`src/hw/rtl/hdv_pkg.sv`:
```
`default_nettype none
// ----------------------------------------------------------------------------
// HTML dimension value parser package
// Shared types: transaction payloads, character classes, queue entries and
// the power-of-ten table that is used to scale fraction digits.
// ----------------------------------------------------------------------------
package hdv_pkg;

  localparam int CP_W   = 21;
  localparam int INT_OW = 32;
  localparam int FRAC_W = 20;

  typedef struct packed {
    logic [CP_W-1:0] code_point;
    logic            end_of_text;
  } char_t;

  typedef struct packed {
    logic              ok;
    logic              kind;
    logic [INT_OW-1:0] integer_part;
    logic [FRAC_W-1:0] fraction_part;
    logic              saturated;
  } result_t;

  typedef enum logic [2:0] {
    CL_SPACE   = 3'd0,
    CL_PLUS    = 3'd1,
    CL_ZERO    = 3'd2,
    CL_NZDIGIT = 3'd3,
    CL_DOT     = 3'd4,
    CL_PERCENT = 3'd5,
    CL_OTHER   = 3'd6,
    CL_END     = 3'd7
  } char_class_t;

  typedef struct packed {
    char_class_t cls;
    logic [3:0]  digit;
  } qentry_t;

  localparam logic [CP_W-1:0] CH_TAB     = CP_W'(32'h09);
  localparam logic [CP_W-1:0] CH_LF      = CP_W'(32'h0A);
  localparam logic [CP_W-1:0] CH_FF      = CP_W'(32'h0C);
  localparam logic [CP_W-1:0] CH_CR      = CP_W'(32'h0D);
  localparam logic [CP_W-1:0] CH_SPACE   = CP_W'(32'h20);
  localparam logic [CP_W-1:0] CH_PLUS    = CP_W'(32'h2B);
  localparam logic [CP_W-1:0] CH_DOT     = CP_W'(32'h2E);
  localparam logic [CP_W-1:0] CH_PERCENT = CP_W'(32'h25);
  localparam logic [CP_W-1:0] CH_ZERO    = CP_W'(32'h30);
  localparam logic [CP_W-1:0] CH_NINE    = CP_W'(32'h39);

  // Powers of ten reduced modulo 2**FRAC_W; only the low bits of the
  // fraction ever reach the result.
  localparam logic [FRAC_W-1:0] POW10_LO [10] = '{
    20'd1, 20'd10, 20'd100, 20'd1000, 20'd10000, 20'd100000,
    20'd1000000, 20'd562816, 20'd385280, 20'd707072
  };

endpackage : hdv_pkg
`default_nettype wire

```
`src/hw/rtl/hdv_front.sv`:
```
`default_nettype none
// ----------------------------------------------------------------------------
// HTML dimension value parser front end
// Classifies each incoming character and extracts its digit value.
// ----------------------------------------------------------------------------
module hdv_front
  import hdv_pkg::*;
(
  input  var char_t   item,
  output qentry_t     entry
);

  always_comb begin
    entry.digit = item.code_point[3:0];
    if (item.end_of_text) begin
      entry.cls = CL_END;
    end else if (item.code_point == CH_TAB || item.code_point == CH_LF ||
                 item.code_point == CH_FF || item.code_point == CH_CR ||
                 item.code_point == CH_SPACE) begin
      entry.cls = CL_SPACE;
    end else if (item.code_point == CH_PLUS) begin
      entry.cls = CL_PLUS;
    end else if (item.code_point == CH_ZERO) begin
      entry.cls = CL_ZERO;
    end else if (item.code_point > CH_ZERO && item.code_point <= CH_NINE) begin
      entry.cls = CL_NZDIGIT;
    end else if (item.code_point == CH_DOT) begin
      entry.cls = CL_DOT;
    end else if (item.code_point == CH_PERCENT) begin
      entry.cls = CL_PERCENT;
    end else begin
      entry.cls = CL_OTHER;
    end
  end

endmodule : hdv_front
`default_nettype wire

```
`src/hw/rtl/hdv_queue.sv`:
```
`default_nettype none
// ----------------------------------------------------------------------------
// HTML dimension value parser queue
// Two-entry queue of classified characters between front and back end.
// ----------------------------------------------------------------------------
module hdv_queue
  import hdv_pkg::*;
(
  input  wire logic clk,
  input  wire logic rst,
  input  wire logic push,
  input  var qentry_t push_data,
  output logic      full,
  output logic      head_valid,
  output qentry_t   head,
  input  wire logic pop
);

  qentry_t    entries [2];
  logic       wr_ptr;
  logic       rd_ptr;
  logic [1:0] count;
  logic       do_push;
  logic       do_pop;

  assign full       = (count == 2'd2);
  assign head_valid = (count != 2'd0);
  assign head       = entries[rd_ptr];
  assign do_push    = push && !full;
  assign do_pop     = pop && head_valid;

  always_ff @(posedge clk) begin
    if (do_push) begin
      entries[wr_ptr] <= push_data;
    end
  end

  always_ff @(posedge clk) begin
    if (rst) begin
      wr_ptr <= 1'b0;
      rd_ptr <= 1'b0;
      count  <= 2'd0;
    end else begin
      if (do_push) begin
        wr_ptr <= !wr_ptr;
      end
      if (do_pop) begin
        rd_ptr <= !rd_ptr;
      end
      if (do_push && !do_pop) begin
        count <= count + 2'd1;
      end else if (do_pop && !do_push) begin
        count <= count - 2'd1;
      end
    end
  end

endmodule : hdv_queue
`default_nettype wire

```
`src/hw/rtl/hdv_back.sv`:
```
`default_nettype none
// ----------------------------------------------------------------------------
// HTML dimension value parser back end
// Runs the parse state machine on classified characters, accumulates the
// integer and fraction values and holds the result in an output register.
// ----------------------------------------------------------------------------
module hdv_back
  import hdv_pkg::*;
#(
  parameter int INT_WIDTH   = 32,
  parameter int FRAC_DIGITS = 6
) (
  input  wire logic clk,
  input  wire logic rst,
  input  wire logic head_valid,
  input  var qentry_t head,
  output logic      pop,
  output logic      result_valid,
  input  wire logic result_stall,
  output result_t   result_item
);

  localparam int CW = $clog2(FRAC_DIGITS + 1);

  typedef enum logic [5:0] {
    PH_WS    = 6'b000001,
    PH_ZEROS = 6'b000010,
    PH_INT   = 6'b000100,
    PH_DOT   = 6'b001000,
    PH_FRAC  = 6'b010000,
    PH_DONE  = 6'b100000
  } phase_t;

  phase_t                 phase, phase_next;
  logic [INT_WIDTH-1:0]   int_accum, int_accum_next;
  logic                   int_overflow, int_overflow_next;
  logic [FRAC_W-1:0]      frac_accum, frac_accum_next;
  logic [CW-1:0]          frac_count, frac_count_next;
  logic                   is_percent, is_percent_next;
  logic                   failed, failed_next;

  logic                   out_free;
  logic                   emit;
  logic [INT_WIDTH+3:0]   int_wide;
  logic                   int_sat;
  logic [3:0]             frac_idx;
  logic [FRAC_W+3:0]      frac_term;
  logic                   digit_any;
  logic                   ok;
  logic [63:0]            int_ext;

  assign out_free  = !result_valid || !result_stall;
  assign pop       = head_valid && (head.cls != CL_END || out_free);
  assign emit      = pop && head.cls == CL_END;
  assign digit_any = (head.cls == CL_ZERO) || (head.cls == CL_NZDIGIT);

  assign int_wide = ({4'd0, int_accum} << 3) + ({4'd0, int_accum} << 1)
                  + (INT_WIDTH+4)'(head.digit);
  assign int_sat  = int_overflow || (int_wide[INT_WIDTH+3:INT_WIDTH] != 4'd0);

  assign frac_idx  = (phase == PH_DOT) ? 4'(FRAC_DIGITS - 1)
                                       : 4'(FRAC_DIGITS - 1) - 4'(frac_count);
  assign frac_term = POW10_LO[frac_idx] * head.digit;

  assign ok = !failed && (phase == PH_INT || phase == PH_DOT ||
                          phase == PH_FRAC || phase == PH_DONE);
  assign int_ext = 64'(int_accum);

  always_comb begin
    phase_next        = phase;
    int_accum_next    = int_accum;
    int_overflow_next = int_overflow;
    frac_accum_next   = frac_accum;
    frac_count_next   = frac_count;
    is_percent_next   = is_percent;
    failed_next       = failed;
    if (emit) begin
      phase_next        = PH_WS;
      int_accum_next    = '0;
      int_overflow_next = 1'b0;
      frac_accum_next   = '0;
      frac_count_next   = '0;
      is_percent_next   = 1'b0;
      failed_next       = 1'b0;
    end else if (pop && !failed) begin
      unique case (phase)
        PH_WS, PH_ZEROS: begin
          if (head.cls == CL_SPACE && phase == PH_WS) begin
            phase_next = PH_WS;
          end else if (head.cls == CL_ZERO ||
                       (head.cls == CL_PLUS && phase == PH_WS)) begin
            phase_next = PH_ZEROS;
          end else if (head.cls == CL_NZDIGIT) begin
            int_accum_next    = int_sat ? '1 : int_wide[INT_WIDTH-1:0];
            int_overflow_next = int_sat;
            phase_next        = PH_INT;
          end else begin
            failed_next = 1'b1;
          end
        end
        PH_INT: begin
          if (digit_any) begin
            int_accum_next    = int_sat ? '1 : int_wide[INT_WIDTH-1:0];
            int_overflow_next = int_sat;
          end else if (head.cls == CL_DOT) begin
            phase_next = PH_DOT;
          end else begin
            is_percent_next = (head.cls == CL_PERCENT);
            phase_next      = PH_DONE;
          end
        end
        PH_DOT: begin
          if (digit_any) begin
            frac_accum_next = frac_term[FRAC_W-1:0];
            frac_count_next = CW'(1);
            phase_next      = PH_FRAC;
          end else begin
            phase_next = PH_DONE;
          end
        end
        PH_FRAC: begin
          if (digit_any) begin
            if (frac_count < CW'(FRAC_DIGITS)) begin
              frac_accum_next = frac_accum + frac_term[FRAC_W-1:0];
              frac_count_next = frac_count + CW'(1);
            end
          end else begin
            is_percent_next = (head.cls == CL_PERCENT);
            phase_next      = PH_DONE;
          end
        end
        PH_DONE: begin
          phase_next = PH_DONE;
        end
        default: begin
          phase_next = phase;
        end
      endcase
    end
  end

  always_ff @(posedge clk) begin
    if (rst) begin
      phase        <= PH_WS;
      int_accum    <= '0;
      int_overflow <= 1'b0;
      frac_accum   <= '0;
      frac_count   <= '0;
      is_percent   <= 1'b0;
      failed       <= 1'b0;
    end else begin
      phase        <= phase_next;
      int_accum    <= int_accum_next;
      int_overflow <= int_overflow_next;
      frac_accum   <= frac_accum_next;
      frac_count   <= frac_count_next;
      is_percent   <= is_percent_next;
      failed       <= failed_next;
    end
  end

  always_ff @(posedge clk) begin
    if (rst) begin
      result_valid <= 1'b0;
    end else if (emit) begin
      result_valid <= 1'b1;
    end else if (!result_stall) begin
      result_valid <= 1'b0;
    end
  end

  always_ff @(posedge clk) begin
    if (emit) begin
      result_item.ok            <= ok;
      result_item.kind          <= ok && is_percent;
      result_item.integer_part  <= ok ? int_ext[INT_OW-1:0] : '0;
      result_item.fraction_part <= ok ? frac_accum : '0;
      result_item.saturated     <= ok && int_overflow;
    end
  end

endmodule : hdv_back
`default_nettype wire

```
`src/hw/rtl/html_dimension_value_parser.sv`:
```
`default_nettype none
// ----------------------------------------------------------------------------
// HTML dimension value parser
// Parses a stream of code points into an HTML dimension: integer part,
// fraction part, percentage or length, and a saturation flag.
// ----------------------------------------------------------------------------
//  Channel  Handshake                  Payload      Per transaction
//  char     char_valid / char_stall    char_item    one code point or end mark
//  result   result_valid / result_stall result_item one result per end mark
//
//  One character is taken per cycle while char_stall is low; the back end's
//  parse state machine retires one queue entry per cycle and is the loop that
//  sets the rate. A result appears in the cycle after its end mark leaves the
//  queue. Reset clears the queue, the parse state and result_valid. A stalled
//  result holds back an end mark and what is queued behind it.
// ----------------------------------------------------------------------------
module html_dimension_value_parser
  import hdv_pkg::*;
#(
  parameter int INT_WIDTH   = 32,
  parameter int FRAC_DIGITS = 6
) (
  input  wire logic clk,
  input  wire logic rst,
  input  wire logic char_valid,
  output logic      char_stall,
  input  var char_t char_item,
  output logic      result_valid,
  input  wire logic result_stall,
  output result_t   result_item
);

  qentry_t classified;
  qentry_t head;
  logic    head_valid;
  logic    pop;
  logic    full;

  hdv_front u_front (
    .item  (char_item),
    .entry (classified)
  );

  hdv_queue u_queue (
    .clk        (clk),
    .rst        (rst),
    .push       (char_valid),
    .push_data  (classified),
    .full       (full),
    .head_valid (head_valid),
    .head       (head),
    .pop        (pop)
  );

  assign char_stall = full;

  hdv_back #(
    .INT_WIDTH   (INT_WIDTH),
    .FRAC_DIGITS (FRAC_DIGITS)
  ) u_back (
    .clk          (clk),
    .rst          (rst),
    .head_valid   (head_valid),
    .head         (head),
    .pop          (pop),
    .result_valid (result_valid),
    .result_stall (result_stall),
    .result_item  (result_item)
  );

endmodule : html_dimension_value_parser
`default_nettype wire
```
`config.mk`:
```
export PLATFORM = sky130hd
export DESIGN_NAME = html_dimension_value_parser
export DESIGN_NICKNAME = d
export VERILOG_FILES = /design/src/hw/rtl/hdv_pkg.sv /design/src/hw/rtl/hdv_front.sv /design/src/hw/rtl/hdv_queue.sv /design/src/hw/rtl/hdv_back.sv /design/src/hw/rtl/html_dimension_value_parser.sv
export SDC_FILE = /design/constraint.sdc
export NUM_CORES = 1
export LEC_CHECK = 0
export BUFFER_PORTS_ARGS = -buffer_cell sky130_fd_sc_hd__buf_2
export CORE_MARGIN = 4
export CORE_UTILIZATION = 45
export DETAILED_ROUTE_END_ITERATION = 7
export RECOVER_POWER = 50
export SYNTH_ARGS = -nofsm -noshare
export SYNTH_HDL_FRONTEND = slang
export SYNTH_SLANG_ARGS = --single-unit
export TNS_END_PERCENT = 1
```
`constraint.sdc`:
```
create_clock -name clk -period 6.5 [get_ports clk]
set_clock_uncertainty 0.1 [all_clocks]
set_input_delay 1.3 -clock clk [delete_from_list [all_inputs] [get_ports clk]]
set_output_delay 1.3 -clock clk [all_outputs]
set_load 0.01 [all_outputs]
```
; ---- Word level (Yosys, flattened, before mapping)
; Memories as Yosys holds them, arrays and structs flattened. A register that Yosys moved wholly into a read port is not among the register bits.
; Cells that the tools add are included.
[word_totals]
n_memories = 2
inputBits = 26
out_inout_bits = 57
ff_bits = 124
ram_bits = 14
romBits = 320
wordCells = 166
[memory_table]
columns = name, words, word_bits, read_ports, rd_ports_with_merged_regs, write_ports, line_no
row1 = (name not given), 16, 20, 1, 0, 0, hdv_back.sv:63  ; assign frac_term = POW10_LO[frac_idx] * head.digit;
row2 = u_queue.entries, 2, 7, 1, 1, 1, hdv_queue.sv:19  ; qentry_t entries [2];
[classes]
mul = 1
n_mux = 49
n_reduce_logical = 48
n_bitwise = 4
n_eq_ne = 35
magnitude_cmp = 4
addsub = 7
[op_table]
columns = operator, count
row1 = $mux W32, 5
row2 = $eq A21 B6 Y1 const B, 5
row3 = $mux W20, 5
row4 = $eq A21 B4 Y1 const B, 4
row5 = $pmux W32 S2, 1
row6 = $mux W6, 7
row7 = $pmux W20 S2, 1
row8 = $add A35 B33 Y36, 1
row9 = $add A36 B4 Y36, 1
row10 = $pmux W6 S5, 1
row11 = $mux W3, 9
row12 = $gt A21 B6 Y1 const B, 1
row13 = $le A21 B6 Y1 const B, 1
row14 = $add A20 B20 Y20, 1
row15 = $mul A20 B4 Y20, 1
row16 = $reduce_and A5 Y1, 4
row17 = $logic_and A1 B1 Y1, 13
row18 = $mux W1, 13
row19 = $logic_or A1 B1 Y1, 12
row20 = $ne A2 B2 Y1 const B, 6
row21 = $ne A2 B1 Y1 const B, 5
row22 = $reduce_bool A2 Y1, 5
row23 = $eq A3 B3 Y1 const B, 3
row24 = $logic_not A1 Y1, 8
row25 = other kinds (28), 35

; ---- Longest topological paths before layout
[logic_depth]
depth_word = 11
mapped_depth = 32
ltp_nobuf = 29

; ---- Cells and area by module
; A second synthesis with hierarchy kept.
[unflattened]
cells_unflattened = 1229
area_unflattened_um2 = 10945.5
[by_module_without_submodules]
columns = module, instances, seq_area_each_um2, area_per_inst_um2, cells_each
row1 = hdv_back, 1, 2952.8, 9942.0, 1138
row2 = hdv_queue, 1, 520.5, 724.4, 47
row3 = hdv_front, 1, 0.0, 279.0, 44

; ---- Worst setup path after synthesis
; Ideal clock, no wire load.
[synth_timing]
kind = flip-flop to flip-flop
start = reg u_back.phase[0]
end = reg u_back.frac_accum[19]
path_slack_ns = -0.334
t_required_ns = 6.326
t_arrival_ns = 6.659
path_stages_with_launch = 30
cell_sequence = dfxtp_1 > buf_6 > or4_4 > or3_1 > buf_2 > clkbuf_1 > and2_1 > inv_1 > ha_1 > nand3_1 > fa_1 > fa_1 > inv_1 > fa_1 > a21o_1 > a21oi_1 > o21bai_1 > a311o_1 > a31oi_1 > xnor2_1 > ha_1 > clkbuf_1 > a211o_1 > nor3_1 > nor3_1 > a21oi_1 > o31ai_1 > nand2_1 > mux2_1 > a31oi_1
[synth_between]
elab_chain_len = 11
word_cells_on_any_way = 18
cone_classes = 1 x add/sub / 1 x mul / 5 x eq/ne / 7 x mux / 1 x bitwise / 2 x reduce/logical / 1 x memory
[synth_rtl]
columns = element, line_no
row1 = from (decl), hdv_back.sv:34  ; phase_t phase, phase_next;
row2 = from (signal assigned), hdv_back.sv:152  ; phase <= phase_next;
row3 = $eq A6 B4 Y1, "hdv_back.sv:61, hdv_back.sv:86"
row4 = $mux W4, hdv_back.sv:61  ; assign frac_idx = (phase == PH_DOT) ? 4'(FRAC_DIGITS - 1)
row5 = $not A4 Y5 (implied by the code), hdv_back.sv:63
row6 = $mem_v2 Z16 W20, n/a
row7 = $mux W20 (implied by the code) (2 in a row), hdv_back.sv:63
row8 = $mul A20 B4 Y20, hdv_back.sv:63
row9 = $add A20 B20 Y20, hdv_back.sv:124  ; frac_accum_next = frac_accum + frac_term[FRAC_W-1:0];
row10 = $mux W20, hdv_back.sv:123  ; if (frac_count < CW'(FRAC_DIGITS)) begin
row11 = $mux W20, hdv_back.sv:122  ; if (digit_any) begin
row12 = $pmux W20 S2, hdv_back.sv:86  ; unique case (phase)
row13 = to (signal assigned), hdv_back.sv:155  ; frac_accum <= frac_accum_next;
row14 = to (decl), hdv_back.sv:37  ; logic [FRAC_W-1:0] frac_accum, frac_accum_next;
; Several ways; a longest one is shown, not always the timed one. The select of a mux whose other input is x is not followed.
; A chain may end at the register's enable or synchronous reset.

; ---- Worst setup path in the final report
[layout_timing]
start = reg u_back.phase[5]
end = reg u_back.frac_accum[19]
; The elaborated chain is that of the path after synthesis.

==> metrics <==
worst reg2reg endpoint=u_back.frac_accum[19]$_SDFFE_PP0P_; top_reg_cell synth=dfxtp_1; Worst-Skew Late Latency=0.43 ns; Synth Area in Compound Gates=19.0%; Synth Area in Simple Gates=17.8%; Max VDD drop=0.000324 V; endpoints failing hold=0; fill count=2323; Max clock buf depth=2; Internal Pwr Total=2530 µW; RSZ-0062 raised after global routing=true; post-layout util=52.8%; root buffer selected by CTS=clkbuf_16; CP dominant cell by count=nand2_1; vias in the first global route=8735; Slowest-stage cell, CP=or4_4; first-pass GRT wire length=44000 µm; Tot GR Track Use=19.9%; reg2reg start=u_back.phase[5]$_SDFFE_PP0P_; Sum Neg Setup Slack=0 ns; layout cells sized above 1=13.3%; CTS sink cnt=139; Synth Area in Adders=19.2%; NetSw=1530 µW; Pwr per Cell Area=317 nW/µm²; # setup viols final=0; EDFF count, synth=69; Vias/cell=5.53; Netlist cell types=72; total die area=27100 µm²; Cell Area, Placed=12000 µm²; flops & latches, synth=139; Worst setup endpoint=u_back.frac_accum[19]$_SDFFE_PP0P_; Worst Path Arrival=6.57 ns; Clock transition at path regs=0.06 ns; min-delay src=u_back.frac_accum[0]$_SDFFE_PP0P_; Final min period=6.33 ns; Max Cap Viol=1; post-synthesis sequential area ratio=31.4%; Reg2Reg Setup Slack=0.17 ns; period utilization=97.3%; violated checks=capacitance limit, slew limit; initial antenna violation count=0; worst min-delay path class=reg2reg; Layout Nets=1513; area grow syn2layout=15.9%; WP data required=6.75 ns; TritonCTS Buffers=17; Buf/Inv on CP=4; I/O Buffers=82; I/O pin total=83; Post-Syn Area=11100 µm²; syn avg cell area=8.90 µm²; Synth Area in XOR/XNOR=5.60%; Slew @ Worst Pin=2.07 ns; DR pass1 iterations=5; routed via count=9270; setup slack after layout=0.174 ns; fin area=12800 µm²; path depth of the worst reg2reg path=28; post-synthesis cell count=1241; CP startpoint=u_back.phase[5]$_SDFFE_PP0P_; Max FO, Critical Path=4; top cell family by delay on the critical path=adder cells; largest net degree at the start of global routing=65; CTS tree=done; crit path capture type=flip-flop; multiplexer share of the synthesized area=2.08%; area of the core=24200 µm²; Leak Pwr=0.00556 µW; pre-CTS setup slack=0.0225 ns; number of diodes=0; die width=165 µm; syn_nets=1415; Site Rows=57; fmax=158 MHz; global route overflow=0; Placed Cells=1638; DR DRC count=0; largest family of logic cells by synthesized area=adder cells; H-tree levels=4; Yosys Warn Count=0; GPL Wtd Cong=0.880; Clock power frac=25.8%; remaining antenna violation count=0; WL/cell=16.0 µm; Crit Path Category=reg2reg; Combinational Power Share=46.7%; slew margin rel.=-37.8%; DRT iter0 DRCs=507; Seq pwr share=27.5%; CP Launch Type=flip-flop; outcome=finished with violations; detailed placement HPWL=19800 µm; Final Non-Filler Cells=1676; Async SR Flop Fraction=0%; fin. max-slew vios=56; Initial Util=45.6%; Switching Fraction=37.8%; Levels on crit path=28; final wirelength=26800 µm; CP peak stage delay=0.52 ns; die height=165 µm
==> final cells by class <==
class                   count  area, µm²  share of cell area [%]
clock buffers              21        482                    3.76
repair buffers            132        718                    5.61
multi-input cells         964       7250                    56.6
flip-flops and latches    139       3470                    27.1
clock inverters            11        154                    1.20
well taps                 324        405                    3.17
inverters                  85        319                    2.49
==> worst min path at each step <==
stage | endpoint | slack (ns) | cells past startpoint
after floorplan | u_back.frac_accum[0]$_SDFFE_PP0P_ | 0.34 | 2
after global placement | u_back.frac_accum[0]$_SDFFE_PP0P_ | 0.36 | 2
after detailed placement | u_back.frac_accum[0]$_SDFFE_PP0P_ | 0.37 | 2
after CTS | u_back.frac_accum[0]$_SDFFE_PP0P_ | 0.38 | 2
after global routing | u_back.frac_accum[0]$_SDFFE_PP0P_ | 0.42 | 2
final | u_back.frac_accum[0]$_SDFFE_PP0P_ | 0.38 | 2
==> per-layer routing <==
| layer | track usage, % | part of all wire, % |
|---|---|---|
| met1 | 28.4 | 49 |
| met2 | 31.3 | 45 |
| met3 | 2.67 | 3.9 |
| met4 | 6.43 | 2.1 |
| met5 | 0 | 0 |
==> metrics by stage <==
step / hold slack [ns] / power (µW)
after global routing: 0.418 / 4350
after floorplan: 0.345 / 2360
final: 0.384 / 4060
after CTS: 0.384 / 3940
after global placement: 0.355 / 2860
after detailed placement: 0.368 / 2880
==> flip-flops by register name (all words and copies together) (netlist names), named ones only <==
| signal | count |
|---|---|
| u_back.failed | 1 |
| u_back.frac_accum | 20 |
| u_back.frac_count | 3 |
| u_back.int_accum | 32 |
| u_back.int_overflow | 1 |
| u_back.is_percent | 1 |
| u_back.phase | 6 |
| u_back.result_item | 55 |
| u_back.result_valid | 1 |
| u_queue.count | 2 |
| u_queue.entries | 14 |
| u_queue.rd_ptr | 1 |
| u_queue.wr_ptr | 1 |
==> power by group through the flow <==
| stage | registers (µW) | logic, µW | clock network (µW) |
|---|---|---|---|
| detailed placement | 1130 | 1740 | 0 |
| global placement | 1130 | 1730 | 0 |
| global route | 1130 | 2110 | 1110 |
| floorplan | 1170 | 1190 | 0 |
| finish | 1110 | 1900 | 1050 |
| CTS | 1110 | 1760 | 1070 |
==> cell usage after synthesis, drive strengths merged (13+ instances only) <==
library cell | number | area share (%)
and2 | 63 | 3.6
mux2i | 14 | 1.3
a21o | 27 | 1.8
nand2 | 84 | 2.9
edfxtp | 69 | 19
nor3 | 30 | 1.4
o21ai | 79 | 3.6
ha | 112 | 13
xor2 | 33 | 2.6
nand3 | 24 | 1.1
a211oi | 13 | 0.88
a21oi | 98 | 4.4
clkbuf | 44 | 1.5
xnor2 | 36 | 3.0
nand2b | 16 | 0.91
inv | 85 | 2.9
dfxtp | 70 | 13
fa | 36 | 6.5
a41oi | 31 | 2.5
nor2 | 121 | 4.1
==> layout by cell type, fill, tap and decap left out, drive strengths merged, types with 31 or more instances in the layout <==
| cell | n |
|---|---|
| xnor2 | 36 |
| nand2 | 84 |
| and2 | 63 |
| fa | 36 |
| a21oi | 98 |
| dfxtp | 70 |
| nor2 | 121 |
| edfxtp | 69 |
| xor2 | 33 |
| clkbuf | 71 |
| a41oi | 31 |
| inv | 88 |
| buf | 82 |
| ha | 112 |
| o21ai | 79 |
==> cells by family (layout without fill, tap and decap cells) <==
group / Yosys count / in the layout
buffers and inverters: 138 / 249
multiplexers: 22 / 22
AO/OA/AOI/OAI: 323 / 323
adder cells (fa/ha/maj): 148 / 148
flip-flops: 139 / 139
XOR/XNOR: 69 / 69
AND/OR/NAND/NOR: 402 / 402
==> repair_timing <==
item / CTS / global route
buffers inserted: 0 / 6
endpoints found under the hold margin: 0 / 0
setup endpoints to repair: 0 / 7
hold buffers: 0 / 0
resized for setup: 0 / 31
==> worst register-to-register path: cells and delay by family, from the launching register on <==
| kind | cells | cell delay (ns) |
|---|---|---|
| compound gates | 8 | 1.61 |
| simple gates | 9 | 1.61 |
| buf+inv | 4 | 0.35 |
| flops | 1 | 0.31 |
| mux | 1 | 0.30 |
| fa+ha+maj | 5 | 1.85 |
| xor+xnor | 1 | 0.10 |
(Power assumes the default switching activity.)
